--- config.mk ---
export PLATFORM = sky130hd
export DESIGN_NAME = two_class_block_pool_allocator
export DESIGN_NICKNAME = d
export VERILOG_FILES = /design/src/design/tcbpa_pkg.sv /design/src/design/tcbpa_cfg_regs.sv /design/src/design/tcbpa_scan.sv /design/src/design/two_class_block_pool_allocator.sv
export SDC_FILE = /design/constraint.sdc
export NUM_CORES = 1
export LEC_CHECK = 0
export BUFFER_PORTS_ARGS = -buffer_cell sky130_fd_sc_hd__buf_2
export CAP_MARGIN = 5
export CORE_MARGIN = 5
export CORE_UTILIZATION = 60
export CTS_CLUSTER_SIZE = 28
export DETAILED_ROUTE_END_ITERATION = 7
export PLACE_DENSITY = 0.81
export SETUP_SLACK_MARGIN = 0.3
export SLEW_MARGIN = 20
export SYNTH_ARGS = -nofsm -noshare
export SYNTH_HDL_FRONTEND = slang
export SYNTH_SLANG_ARGS = --single-unit
export TNS_END_PERCENT = 1
--- constraint.sdc ---
create_clock -name clk_i -period 13.9 [get_ports clk_i]
set_input_delay 2.78 -clock clk_i [delete_from_list [all_inputs] [get_ports clk_i]]
set_output_delay 2.78 -clock clk_i [all_outputs]
set_load 0.01 [all_outputs]
--- src/design/tcbpa_pkg.sv ---
// Shared types and constants for the two-class block pool allocator.
package tcbpa_pkg;

  localparam int unsigned SIZE_W = 13;
  localparam int unsigned COUNT_W = 6;
  localparam int unsigned ADDR_W = 17;

  // request kinds
  localparam logic KIND_ALLOC = 1'b0;
  localparam logic KIND_FREE = 1'b1;

  typedef enum logic [1:0] {
    CFG_SMALL_SIZE  = 2'd0,
    CFG_SMALL_COUNT = 2'd1,
    CFG_LARGE_SIZE  = 2'd2,
    CFG_LARGE_COUNT = 2'd3
  } cfg_reg_e;

  localparam logic [SIZE_W-1:0] SMALL_SIZE_RST = 13'd32;
  localparam logic [COUNT_W-1:0] SMALL_COUNT_RST = 6'd10;
  localparam logic [SIZE_W-1:0] LARGE_SIZE_RST = 13'd64;
  localparam logic [COUNT_W-1:0] LARGE_COUNT_RST = 6'd20;

  typedef enum logic {
    ST_IDLE,
    ST_SCAN
  } state_e;

  typedef struct packed {
    logic              kind;
    logic [SIZE_W-1:0] request_bytes;
    logic [ADDR_W-1:0] release_address;
  } req_t;

  typedef struct packed {
    logic              success;
    logic [ADDR_W-1:0] granted_address;
    logic [SIZE_W-1:0] granted_size;
  } rsp_t;

  typedef struct packed {
    logic [SIZE_W-1:0] small_size;
    logic [SIZE_W-1:0] large_size;
  } cfg_sizes_t;

endpackage

--- src/design/tcbpa_cfg_regs.sv ---
// Configuration registers and block count clamping for the pool allocator.
module tcbpa_cfg_regs #(
  parameter int unsigned MAX_BLOCKS = 32,
  parameter int unsigned CNT_W = $clog2(MAX_BLOCKS + 1)
) (
  input  logic                       clk_i,
  input  logic                       rst_ni,
  input  logic                       cfg_valid_i,
  input  tcbpa_pkg::cfg_reg_e        cfg_index_i,
  input  logic [tcbpa_pkg::SIZE_W-1:0] cfg_data_i,
  output tcbpa_pkg::cfg_sizes_t      sizes_o,
  output logic [CNT_W-1:0]           small_total_o,
  output logic [CNT_W-1:0]           all_total_o
);

  localparam int unsigned CMP_W = (CNT_W > tcbpa_pkg::COUNT_W) ? CNT_W : tcbpa_pkg::COUNT_W;
  localparam logic [CMP_W-1:0] MAX_CMP = CMP_W'(MAX_BLOCKS);

  logic [tcbpa_pkg::SIZE_W-1:0]  small_size_q, large_size_q;
  logic [tcbpa_pkg::COUNT_W-1:0] small_count_q, large_count_q;

  logic [CMP_W-1:0] sc_ext, lc_ext, ns_cmp, room_cmp, nl_cmp;

  always_ff @(posedge clk_i or negedge rst_ni) begin
    if (!rst_ni) begin
      small_size_q  <= tcbpa_pkg::SMALL_SIZE_RST;
      small_count_q <= tcbpa_pkg::SMALL_COUNT_RST;
      large_size_q  <= tcbpa_pkg::LARGE_SIZE_RST;
      large_count_q <= tcbpa_pkg::LARGE_COUNT_RST;
    end else if (cfg_valid_i) begin
      unique case (cfg_index_i)
        tcbpa_pkg::CFG_SMALL_SIZE:  small_size_q  <= cfg_data_i;
        tcbpa_pkg::CFG_SMALL_COUNT: small_count_q <= cfg_data_i[tcbpa_pkg::COUNT_W-1:0];
        tcbpa_pkg::CFG_LARGE_SIZE:  large_size_q  <= cfg_data_i;
        tcbpa_pkg::CFG_LARGE_COUNT: large_count_q <= cfg_data_i[tcbpa_pkg::COUNT_W-1:0];
        default: ;
      endcase
    end
  end

  // cut counts to the pool capacity, small class first
  always_comb begin
    sc_ext   = CMP_W'(small_count_q);
    lc_ext   = CMP_W'(large_count_q);
    ns_cmp   = (sc_ext > MAX_CMP) ? MAX_CMP : sc_ext;
    room_cmp = MAX_CMP - ns_cmp;
    nl_cmp   = (lc_ext > room_cmp) ? room_cmp : lc_ext;
  end

  assign small_total_o      = CNT_W'(ns_cmp);
  assign all_total_o        = CNT_W'(ns_cmp + nl_cmp);
  assign sizes_o.small_size = small_size_q;
  assign sizes_o.large_size = large_size_q;

endmodule

--- src/design/tcbpa_scan.sv ---
// Block scan sequencer: in-use flags, running address and the shared compare unit.
module tcbpa_scan #(
  parameter int unsigned MAX_BLOCKS = 32,
  parameter int unsigned CNT_W = $clog2(MAX_BLOCKS + 1),
  parameter int unsigned IDX_W = $clog2(MAX_BLOCKS)
) (
  input  logic                  clk_i,
  input  logic                  rst_ni,
  input  logic                  start_i,
  input  tcbpa_pkg::req_t       req_i,
  input  tcbpa_pkg::cfg_sizes_t sizes_i,
  input  logic [CNT_W-1:0]      small_total_i,
  input  logic [CNT_W-1:0]      all_total_i,
  output logic                  busy_o,
  output logic                  done_o,
  output tcbpa_pkg::rsp_t       rsp_o
);

  tcbpa_pkg::state_e state_q, state_d;
  tcbpa_pkg::req_t   req_q;
  tcbpa_pkg::rsp_t   rsp_q, rsp_d;
  logic [CNT_W-1:0]  idx_q, idx_d;
  logic [tcbpa_pkg::ADDR_W-1:0] addr_q, addr_d;
  logic [MAX_BLOCKS-1:0] in_use_q, in_use_d;
  logic done_q, done_d;

  logic [tcbpa_pkg::SIZE_W-1:0] blk_size;
  logic blk_used, hit, at_end;

  always_ff @(posedge clk_i or negedge rst_ni) begin
    if (!rst_ni) begin
      state_q  <= tcbpa_pkg::ST_IDLE;
      in_use_q <= '0;
      done_q   <= 1'b0;
    end else begin
      state_q  <= state_d;
      in_use_q <= in_use_d;
      done_q   <= done_d;
    end
  end

  always_ff @(posedge clk_i) begin
    idx_q  <= idx_d;
    addr_q <= addr_d;
    rsp_q  <= rsp_d;
    if (start_i && state_q == tcbpa_pkg::ST_IDLE) begin
      req_q <= req_i;
    end
  end

  always_comb begin
    blk_size = (idx_q < small_total_i) ? sizes_i.small_size : sizes_i.large_size;
    blk_used = in_use_q[idx_q[IDX_W-1:0]];
    at_end   = (idx_q >= all_total_i);
    if (req_q.kind == tcbpa_pkg::KIND_ALLOC) begin
      hit = !blk_used && (blk_size >= req_q.request_bytes);
    end else begin
      hit = blk_used && (addr_q == req_q.release_address);
    end
  end

  always_comb begin
    state_d  = state_q;
    idx_d    = idx_q;
    addr_d   = addr_q;
    rsp_d    = rsp_q;
    in_use_d = in_use_q;
    done_d   = 1'b0;
    unique case (state_q)
      tcbpa_pkg::ST_IDLE: begin
        if (start_i) begin
          state_d = tcbpa_pkg::ST_SCAN;
          idx_d   = '0;
          addr_d  = '0;
        end
      end
      tcbpa_pkg::ST_SCAN: begin
        if (at_end) begin
          rsp_d   = '0;
          done_d  = 1'b1;
          state_d = tcbpa_pkg::ST_IDLE;
        end else if (hit) begin
          rsp_d         = '0;
          rsp_d.success = 1'b1;
          in_use_d[idx_q[IDX_W-1:0]] = (req_q.kind == tcbpa_pkg::KIND_ALLOC);
          if (req_q.kind == tcbpa_pkg::KIND_ALLOC) begin
            rsp_d.granted_address = addr_q;
            rsp_d.granted_size    = blk_size;
          end
          done_d  = 1'b1;
          state_d = tcbpa_pkg::ST_IDLE;
        end else begin
          // address wraps modulo the 17-bit pool space
          addr_d = addr_q + tcbpa_pkg::ADDR_W'(blk_size);
          idx_d  = idx_q + CNT_W'(1);
        end
      end
      default: state_d = tcbpa_pkg::ST_IDLE;
    endcase
  end

  assign busy_o = (state_q == tcbpa_pkg::ST_SCAN);
  assign done_o = done_q;
  assign rsp_o  = rsp_q;

endmodule

--- src/design/two_class_block_pool_allocator.sv ---
// Two-class fixed-size block pool allocator, one block examined per cycle.
// done_o is a registered strobe raised when the scan ends on a matching block or runs out
//   (a failed request passes every configured block, at most MAX_BLOCKS).
// One request is served at a time; the single block compare/address unit
//   steps through blocks in order and busy stays high for the whole scan.
// Reset clears all in-use flags at once and loads the default class sizes and counts.
module two_class_block_pool_allocator #(
  parameter int unsigned MAX_BLOCKS = 32
) (
  input  logic                         clk_i,
  input  logic                         rst_ni,
  input  logic                         start,
  output logic                         busy,
  input  tcbpa_pkg::req_t              req_i,
  output logic                         done_o,
  output tcbpa_pkg::rsp_t              rsp_o,
  input  logic                         cfg_valid_i,
  output logic                         cfg_ready_o,
  input  logic [1:0]                   cfg_index_i,
  input  logic [tcbpa_pkg::SIZE_W-1:0] cfg_data_i
);

  localparam int unsigned CNT_W = $clog2(MAX_BLOCKS + 1);

  tcbpa_pkg::cfg_sizes_t sizes;
  logic [CNT_W-1:0] small_total, all_total;

  // layout must not move under a scan in progress
  assign cfg_ready_o = ~busy;

  tcbpa_cfg_regs #(
    .MAX_BLOCKS(MAX_BLOCKS),
    .CNT_W     (CNT_W)
  ) u_cfg (
    .clk_i        (clk_i),
    .rst_ni       (rst_ni),
    .cfg_valid_i  (cfg_valid_i & cfg_ready_o),
    .cfg_index_i  (tcbpa_pkg::cfg_reg_e'(cfg_index_i)),
    .cfg_data_i   (cfg_data_i),
    .sizes_o      (sizes),
    .small_total_o(small_total),
    .all_total_o  (all_total)
  );

  tcbpa_scan #(
    .MAX_BLOCKS(MAX_BLOCKS),
    .CNT_W     (CNT_W),
    .IDX_W     ($clog2(MAX_BLOCKS))
  ) u_scan (
    .clk_i        (clk_i),
    .rst_ni       (rst_ni),
    .start_i      (start),
    .req_i        (req_i),
    .sizes_i      (sizes),
    .small_total_i(small_total),
    .all_total_i  (all_total),
    .busy_o       (busy),
    .done_o       (done_o),
    .rsp_o        (rsp_o)
  );

endmodule
-- Yosys cells after proc, flatten, opt, wreduce, memory -nomap -nowiden
Cells that the tools add are included.
- input bits: 50
- output and inout bits: 34
- bits in registers: 157
- word-level logic and storage cells: 77
- add/sub/neg operators: 4
- reduce and logical (&&, ||, !) cells: 14
- bitwise gates (word level): 4
- magnitude comparators: 7
- equal/unequal tests: 7
- muxes and demuxes: 26
- operators with widths (cell ; count):
    $mux 17 ; 3
    $pmux 17 s2 ; 1
    $bwmux 32 ; 1
    $mux 31 ; 1
    $mux 30 ; 1
    $mux 6 ; 5
    $add 17x13->17 ; 1
    $eq 17x17->1 ; 1
    $ge 13x13->1 ; 1
    $mux 13 ; 1
    $pmux 6 s2 ; 1
    $reduce_and 2->1 ; 5
    $mux 1 ; 9
    $add 6x1->6 const B ; 1
    $add 6x6->6 ; 1
    $ge 6x6->1 ; 1
    $gt 6x6->1 ; 1
    $gt 6x6->1 const B ; 1
    $lt 5x6->1 const B ; 1
    $lt 6x6->1 ; 1
    $ne 2x2->1 const B ; 3
    $reduce_and 3->1 ; 2
    $sub 6x6->6 const A ; 1
    $bmux 1 s5 ; 1
    11 further kinds ; 17

-- Logic depth before layout (Yosys ltp)
Gate-level depths: netlist of the first run.
- depth in word-level cells: 10
- gate-level depth with buffers: 27
- mapped depth without buffers: 25

-- By module
A second synthesis of the first run with hierarchy kept.
- cell total of the unflattened synthesis: 709
- area, all modules: 8459.4 µm²
- by module, submodules not included (module ; seq. area each (µm²) ; area each (µm²) ; times used ; cells an instance):
    tcbpa_scan ; 3403.3 ; 6503.7 ; 1 ; 555
    tcbpa_cfg_regs ; 958.4 ; 1945.6 ; 1 ; 152
    two_class_block_pool_allocator ; 0.0 ; 10.0 ; 1 ; 2

-- Least setup slack after synthesis of the first run
OpenSTA, ideal clock, no wires.
- path kind: register -> register
- from: reg u_cfg.small_count_q, in the netlist u_cfg.sc_ext[2]
- to: reg u_scan.addr_q[0] (netlist name) (enable)
- path buffers: 2
- library setup time: 408 ps
- data required time: 13492 ps
- arrival: 5668 ps
- stages on the path, launching flop included: 22
- clock period less this slack: 6076 ps
- path slack: 7824 ps
- cells stage by stage: dfrtp_1 -> or3_1 -> or4_1 -> ha_1 -> nand4_1 -> nor2_1 -> a21oi_1 -> mux2_2 -> ha_1 -> a21o_1 -> a21oi_1 -> o21bai_1 -> a21oi_1 -> xnor2_1 -> xnor2_1 -> ha_1 -> a21oi_2 -> and2_1 -> buf_4 -> buf_2 -> inv_2 -> o21bai_1
- cells in the longest elaborated chain, start to end: 9
- elaborated cells between the ends (all ways): 15
- those cells by class: 2 x add/sub; 5 x order compare; 2 x eq/ne; 4 x mux; 2 x reduce/logical
- RTL lines (item ; line ; text):
    from (decl) ; tcbpa_cfg_regs.sv:20 ; logic [tcbpa_pkg::COUNT_W-1:0] small_count_q, large_count_q;
    from (signal assigned) ; tcbpa_cfg_regs.sv:27 ; small_count_q <= tcbpa_pkg::SMALL_COUNT_RST;
    from (signal assigned) ; tcbpa_cfg_regs.sv:33 ; tcbpa_pkg::CFG_SMALL_COUNT: small_count_q <= cfg_data_i[tcbpa_pkg::COUNT_W-1:0];
    $gt 6x6->1 ; tcbpa_cfg_regs.sv:45 ; ns_cmp = (sc_ext > MAX_CMP) ? MAX_CMP : sc_ext;
    $mux 6 (*) ; tcbpa_cfg_regs.sv:45 ;
    $sub 6x6->6 / $lt 6x6->1 (equally long branches) ; tcbpa_cfg_regs.sv:46, tcbpa_scan.sv:52 ;
    $gt 6x6->1 / $mux 13 (equally long branches) ; tcbpa_cfg_regs.sv:47, tcbpa_scan.sv:52 ;
    $mux 6 / $ge 13x13->1 (equally long branches) ; tcbpa_cfg_regs.sv:47, tcbpa_scan.sv:56 ;
    $add 6x6->6 / $logic_and 1x1->1 (equally long branches) ; tcbpa_cfg_regs.sv:51, tcbpa_scan.sv:56 ;
    $ge 6x6->1 / $mux 1 (equally long branches) ; tcbpa_scan.sv:54, tcbpa_scan.sv:55 ;
    $ne 2x2->1 (no line) ; - ;
    $reduce_and 3->1 (no line) (*) ; - ;
    to (signal assigned) ; tcbpa_scan.sv:44 ; addr_q <= addr_d;
    to (decl) ; tcbpa_scan.sv:23 ; logic [tcbpa_pkg::ADDR_W-1:0] addr_q, addr_d;
Mark *: on every way between the ends. The rest lies on a longest branch, timed or not.
A chain may end at the register's enable or synchronous reset.

-- Worst setup path after layout of the first run
- from: reg u_cfg.small_count_q, in the netlist u_cfg.sc_ext[5]
- to: reg u_scan.addr_q[14] (netlist name) (enable)
Same word-level chain as after synthesis.

==> results of run 1 <==
metal layers:
layer | vias up | global-route usage (%) | share of wire [%]
met1 | 2931 | 30.66 | 41
li1 | 2754 | - | -
met3 | 43 | 5.647 | 6.5
met4 | 0 | 10.94 | 3.1
met2 | 223 | 40.49 | 49
met5 | - | 0 | 0
layout by cell type (no fill, tap or decap), types with 4 or more instances in the layout:
master      n
a21o_1      9
a21oi_1    18
a31oi_1     5
a41o_1      8
and2_1     30
buf_2      83
buf_4      10
clkbuf_1    5
clkbuf_16  18
dfrtp_1    66
dfstp_2     6
edfxtp_1   85
ha_1       53
inv_1      68
mux2_1     10
mux2_2     31
mux2_4      9
mux2i_1    47
nand2_1    25
nand2b_1    8
nand3_1     8
nand4_1    33
nor2_1     36
nor2b_1     5
nor3_1      7
o21a_1      5
o21ai_0    12
o221ai_1    6
o41ai_2     4
xnor2_1    26
xor2_1     12
through the flow:
stage	util (%)	instances	instance area (um2)	hold WS, ns
6_report	69.53	993	9689	0.4837
5_1_grt	69.53	993	9689	0.5086
4_1_cts	69.53	993	9688	0.4849
3_5_place_dp	65.60	961	9141	0.4720
3_3_place_gp	65.55	961	9134	0.4623
2_1_floorplan	-	721	8571	0.4522
area by class of cell:
type,instances,area [um2]
Clock inverter,6,36.28
Inverter,72,270.3
Clock buffer,26,510.5
Multi-Input combinational cell,459,3795
Tap cell,180,225.2
Sequential cell,157,4362
Timing Repair Buffer,93,490.5
Fill cell,968,4245
state kept, by name (all words and copies together), names as in the netlist, 6 cells and up:
signal / count
u_scan.rsp_o: 31
u_cfg.large_count_q: 6
u_cfg.sc_ext: 6
u_cfg.small_size_q: 13
u_scan.addr_q: 17
u_scan.req_q: 31
u_cfg.large_size_q: 13
u_scan.idx_q: 6
u_scan.in_use_q: 32
worst max-delay path, cell delays in order, from the launching register on:
cell and delay [ns]:
dfrtp_1 0.43, clkinv_1 0.15, nand2_1 0.13, ha_1 0.31
inv_1 0.04, ha_1 0.28, nor2b_1 0.13, o21a_1 0.13
o21a_1 0.13, o211ai_1 0.11, a21oi_1 0.58, mux2_2 0.45
ha_1 0.29, a21o_1 0.15, a21oi_1 0.23, o21bai_1 0.10
a21oi_1 0.17, xnor2_1 0.15, xnor2_1 0.14, ha_1 0.26
a21oi_2 0.19, and2_2 0.63, inv_2 0.13, o21bai_4 0.62
final timing paths:
path                                                    start  slack [ns]  depth (start not counted)                                  to
hold reg to reg            u_cfg.large_size_q[10]$_DFFE_PN0P_        0.48                          1  u_cfg.large_size_q[10]$_DFFE_PN0P_
hold / removal             u_cfg.large_size_q[10]$_DFFE_PN0P_        0.48                          1  u_cfg.large_size_q[10]$_DFFE_PN0P_
setup reg to reg                  u_cfg.sc_ext[5]$_DFFE_PN0P_        7.58                         23     u_scan.addr_q[14]$_SDFFCE_PN0P_
setup / recovery                  u_cfg.sc_ext[5]$_DFFE_PN0P_        7.58                         23     u_scan.addr_q[14]$_SDFFCE_PN0P_
max in group asynchronous                              rst_ni       10.74                          2      u_scan.in_use_q[1]$_DFFE_PN0P_
min in group asynchronous                              rst_ni        2.55                          2  u_cfg.large_count_q[0]$_DFFE_PN0P_
cells by family (layout without fill, tap and decap cells):
family | after synthesis | in the layout | share of synthesized area, %
multiplexers | 97 | 97 | 12.45
flip-flops | 157 | 157 | 50.89
AND/OR/NAND/NOR | 176 | 176 | 11.23
adder cells (fa/ha/maj) | 55 | 55 | 8.204
buffers and inverters | 105 | 197 | 5.241
XOR/XNOR | 38 | 38 | 3.883
AO/OA/AOI/OAI | 93 | 93 | 8.102
==> run_results.csv, run 1 <==
group,metric,value,unit
status,status,"complete, no violations",
grt,antenna_found_initial,0,
sta,setup_tns,0,ns
route,drt_wl_total,19540,um
clocking,clk_pin_slew,0.06,ns
synth,syn_nets,826,
worst_setup_path,startpoint_type,"flip-flop",
synth,synth_area,8571,um2
clocking,cts_buffers,17,
synth,async_flop_share,45.86,%
synth,syn_avg_cell_area,11.89,um2
synth,synth_warnings,0,
die,row_count,43,
route,drc,0,
clocking,ctsRootBufferMaster,"clkbuf_16",
hold_path,min_path_type,"flip-flop to flip-flop",
finish,diodes,0,
synth,synth-seq-cells,157,
route,vias_per_cell,5.993,
synth,synth_common_cells,"edfxtp_1, inv_1, dfrtp_1",
die,die_y,129.5,um
sta,fin_worst_skew,0.008665,ns
finish,drive_above_1_share,22.88,%
clocking,insertion_delay,0.43,ns
worst_setup_path,worstSetupEndpointType,"flip-flop",
worst_setup_path,crit_type,"flip-flop to flip-flop",
clocking,holdBufCountCts,0,
sta,slew_headroom,37.24,%
placed_design,pre_cts_ws,7.270,ns
synth,yosysMostFrequentCell,"edfxtp_1",
synth,netlist_top_cells_area,"edfxtp_1, dfrtp_1, ha_1",
route,vias,5951,
placed_design,gp_congestion,0.8922,
clocking,postCtsSetupBuffers,0,
die,die_w,129.5,um
grt,grt_overflow_total,0,
synth,yosys.area.top_type,"edfxtp_1",
clocking,cts_tree,"yes",
finish,area_delta_synth_final,13.05,%
die,core,13930,um2
worst_setup_path,cp_max_fo,34,
finish,final_nets,905,
grt,grt_first_pass_wirelength,31350,um
grt,grt_max_degree,73,
sta,max_clock_freq,158.3,MHz
sta,post-route-period-util,45.44,%
placed_design,dp_hpwl,13840,um
synth,synth_seq_area_share,50.89,%
die,fp.dieArea,16770,um2
clocking,ctsResizeCount,0,
die,start_util,61.51,%
clocking,cts_buffer_depth,2,
route,drt-initial-drc-count,453,
sta,final_hold_viol_count,0,
grt,grt_util_all_layers,24.39,%
synth,synth_edf_count,85,
synth,synthCells,721,
clocking,clock-sinks,157,
sta,worst_slew_pin_slew,0.9413,ns
route,antenna_left,0,
sta,rsz0062_at_grt,"false",
sta,setup_viol,0,
sta,setup_slack,7.584,ns
synth,synth_top_area_share,29.78,%
synth,ys_types,65,
worst_setup_path,worstPathRequired,13.96,ns
synth,synthFlopType,"edfxtp_1",
job,drv_cap,0,
route,first_pass_iters,5,
clocking,h-tree-depth,4,
die,io_pins,84,
placed_design,io_buffers,83,
grt,grt_pass1_vias,6318,
worst_setup_path,worstPathArrival,6.38,ns
route,wl_per_cell,19.68,um
sta,fin_crit,6.316,ns
sta,drv_slew,0,
Power of run 1 is left out: the tool's default activity adds up to more than one toggle a clock period on the data nets, which glitch-free logic cannot reach.
==> run 2: changes to the inputs <==
Clock period 13.9 ns to 6.2 ns, I/O delays scaled along.
==> run 2 against run 1 <==
Net effect: global-route usage increased by 0.40 points; first-iteration DRC count is 54% higher; non-clock buffer count rose by 5; utilization rose by 0.70 points; clock skew fell by 0.00097 ns; highest routed layer unchanged; critical path type unchanged.
==> run_results.csv, run 2 (synthesized netlist as in run 1, its figures left out) <==
group,metric,value,unit
worst_setup_path,r2r_cells,25,
finish,drive_above_1_share,23.47,%
clocking,cts_buffer_depth,2,
sta,worst_slew_pin_slew,0.9117,ns
clocking,h-tree-depth,4,
grt,grt_util_all_layers,24.80,%
die,io_pins,84,
clocking,ctsResizeCount,0,
route,drt_wl_total,20010,um
grt,grt_first_pass_wirelength,31970,um
clocking,insertion_delay,0.43,ns
die,die_w,129.5,um
route,vias,5999,
die,die_y,129.5,um
worst_setup_path,startpoint_type,"flip-flop",
grt,grt_overflow_total,0,
sta,fin_crit,5.504,ns
worst_setup_path,cp_max_fo,18,
clocking,cts_buffers,17,
die,start_util,61.51,%
sta,fin_worst_skew,0.007698,ns
finish,final_cell_mix,"edfxtp_1, buf_2, inv_1",
route,antenna_left,0,
route,first_pass_iters,5,
route,drt-initial-drc-count,697,
finish,regMostFlops,"u_scan.in_use_q",
hold_path,worstHoldPathCells,1,
sta,final_hold_viol_count,0,
worst_setup_path,crit_type,"flip-flop to flip-flop",
die,fp.dieArea,16770,um2
clocking,cts_tree,"yes",
finish,diodes,0,
placed_design,gp_congestion,0.9554,
job,drv_cap,0,
sta,post-route-period-util,88.78,%
hold_path,min_path_type,"flip-flop to flip-flop",
status,status,"complete, no violations",
sta,setup_tns,0,ns
die,row_count,43,
sta,rsz0062_at_grt,"false",
finish,area_delta_synth_final,14.19,%
clocking,postCtsSetupBuffers,0,
route,drc,0,
finish,final_nets,910,
finish,largest_reg_flops,32,
finish,layout_commonest_cell,"edfxtp_1",
sta,drv_slew,0,
clocking,ctsRootBufferMaster,"clkbuf_16",
clocking,clk_pin_slew,0.06,ns
worst_setup_path,worstPathArrival,5.80,ns
route,vias_per_cell,6.011,
placed_design,io_buffers,83,
placed_design,dp_hpwl,13980,um
clocking,holdBufCountCts,0,
grt,grt_max_degree,73,
worst_setup_path,worstPathRequired,6.50,ns
sta,max_clock_freq,181.7,MHz
clocking,clock-sinks,157,
route,wl_per_cell,20.05,um
sta,setup_viol,0,
worst_setup_path,worstSetupEndpointType,"flip-flop",
grt,grt_pass1_vias,6206,
grt,antenna_found_initial,0,
sta,slew_headroom,39.22,%
finish,n_fill_cell,948,
die,core,13930,um2
-- run 2: cell types whose count changed in the layout (fill, tap and decap cells not counted), moves of 2 or more --
| cell | previous run | this run |
|---|---|---|
| buf_4 | 10 | 15 |
| bufinv_16 | 0 | 4 |
| clkbuf_1 | 5 | 1 |
| clkbuf_8 | 3 | 0 |
| clkinv_1 | 1 | 4 |
| clkinv_4 | 0 | 2 |
-- run 2: critical path, stage by stage, from the launching register on --
cell	delay, ns
dfrtp_1	0.42
inv_2	0.14
nand2_1	0.12
ha_1	0.32
inv_1	0.04
ha_1	0.28
nor2b_1	0.16
o21a_1	0.12
o21a_1	0.11
o211ai_1	0.12
a21oi_4	0.29
mux2_2	0.40
ha_1	0.27
a21o_1	0.15
a21oi_1	0.22
o21bai_1	0.09
a21oi_1	0.18
xnor2_1	0.16
xnor2_1	0.15
ha_1	0.26
a21oi_2	0.21
and2_1	0.15
buf_4	0.23
buf_4	0.27
nand3_4	0.15
o41ai_2	0.33
-- run 2: layer usage --
layer	share of wire (%)	vias to the layer above	track usage [%]
met1	42	2979	32.53
met5	0	-	0
li1	-	2758	-
met3	6.8	35	6.554
met2	49	227	40.70
met4	2.1	0	7.763
-- run 2: through the flow --
stage | hold WS (ns) | instance area, um2 | util (%) | std cells | setup slack, ns
floorplan | 0.4522 | 8574 | - | 721 | 0.4282
global placement | 0.4624 | 9171 | 65.82 | 966 | 0.7838
detailed placement | 0.4849 | 9171 | 65.82 | 966 | 0.5353
CTS | 0.5019 | 9776 | 70.15 | 998 | 0.4439
global route | 0.5175 | 9787 | 70.23 | 998 | 0.3379
finish | 0.4982 | 9787 | 70.23 | 998 | 0.6958
-- run 2: cell type report --
type / count / area [um2] / share of cell area [%]
well taps: 180 / 225.2 / 2.301
clock buffers: 18 / 429.2 / 4.385
multi-input cells: 459 / 3797 / 38.80
inverters: 72 / 270.3 / 2.761
flip-flops and latches: 157 / 4362 / 44.57
repair buffers: 98 / 528.0 / 5.395
clock inverters: 14 / 175.2 / 1.790
-- run 2: path summary, 6_finish.rpt --
path                                                         start                                  to  slack [ns]
worst max-delay path                   u_cfg.sc_ext[5]$_DFFE_PN0P_     u_scan.in_use_q[13]$_DFFE_PN0P_        0.70
worst min-delay path            u_cfg.large_size_q[10]$_DFFE_PN0P_  u_cfg.large_size_q[10]$_DFFE_PN0P_        0.50
worst max register to register         u_cfg.sc_ext[5]$_DFFE_PN0P_     u_scan.in_use_q[13]$_DFFE_PN0P_        0.70
worst min register to register  u_cfg.large_size_q[10]$_DFFE_PN0P_  u_cfg.large_size_q[10]$_DFFE_PN0P_        0.50
max in group asynchronous                                   rst_ni     u_scan.in_use_q[18]$_DFFE_PN0P_        4.58
min in group asynchronous                                   rst_ni         u_cfg.sc_ext[4]$_DFFE_PN0P_        1.04
Power of run 2 is left out for the same reason.
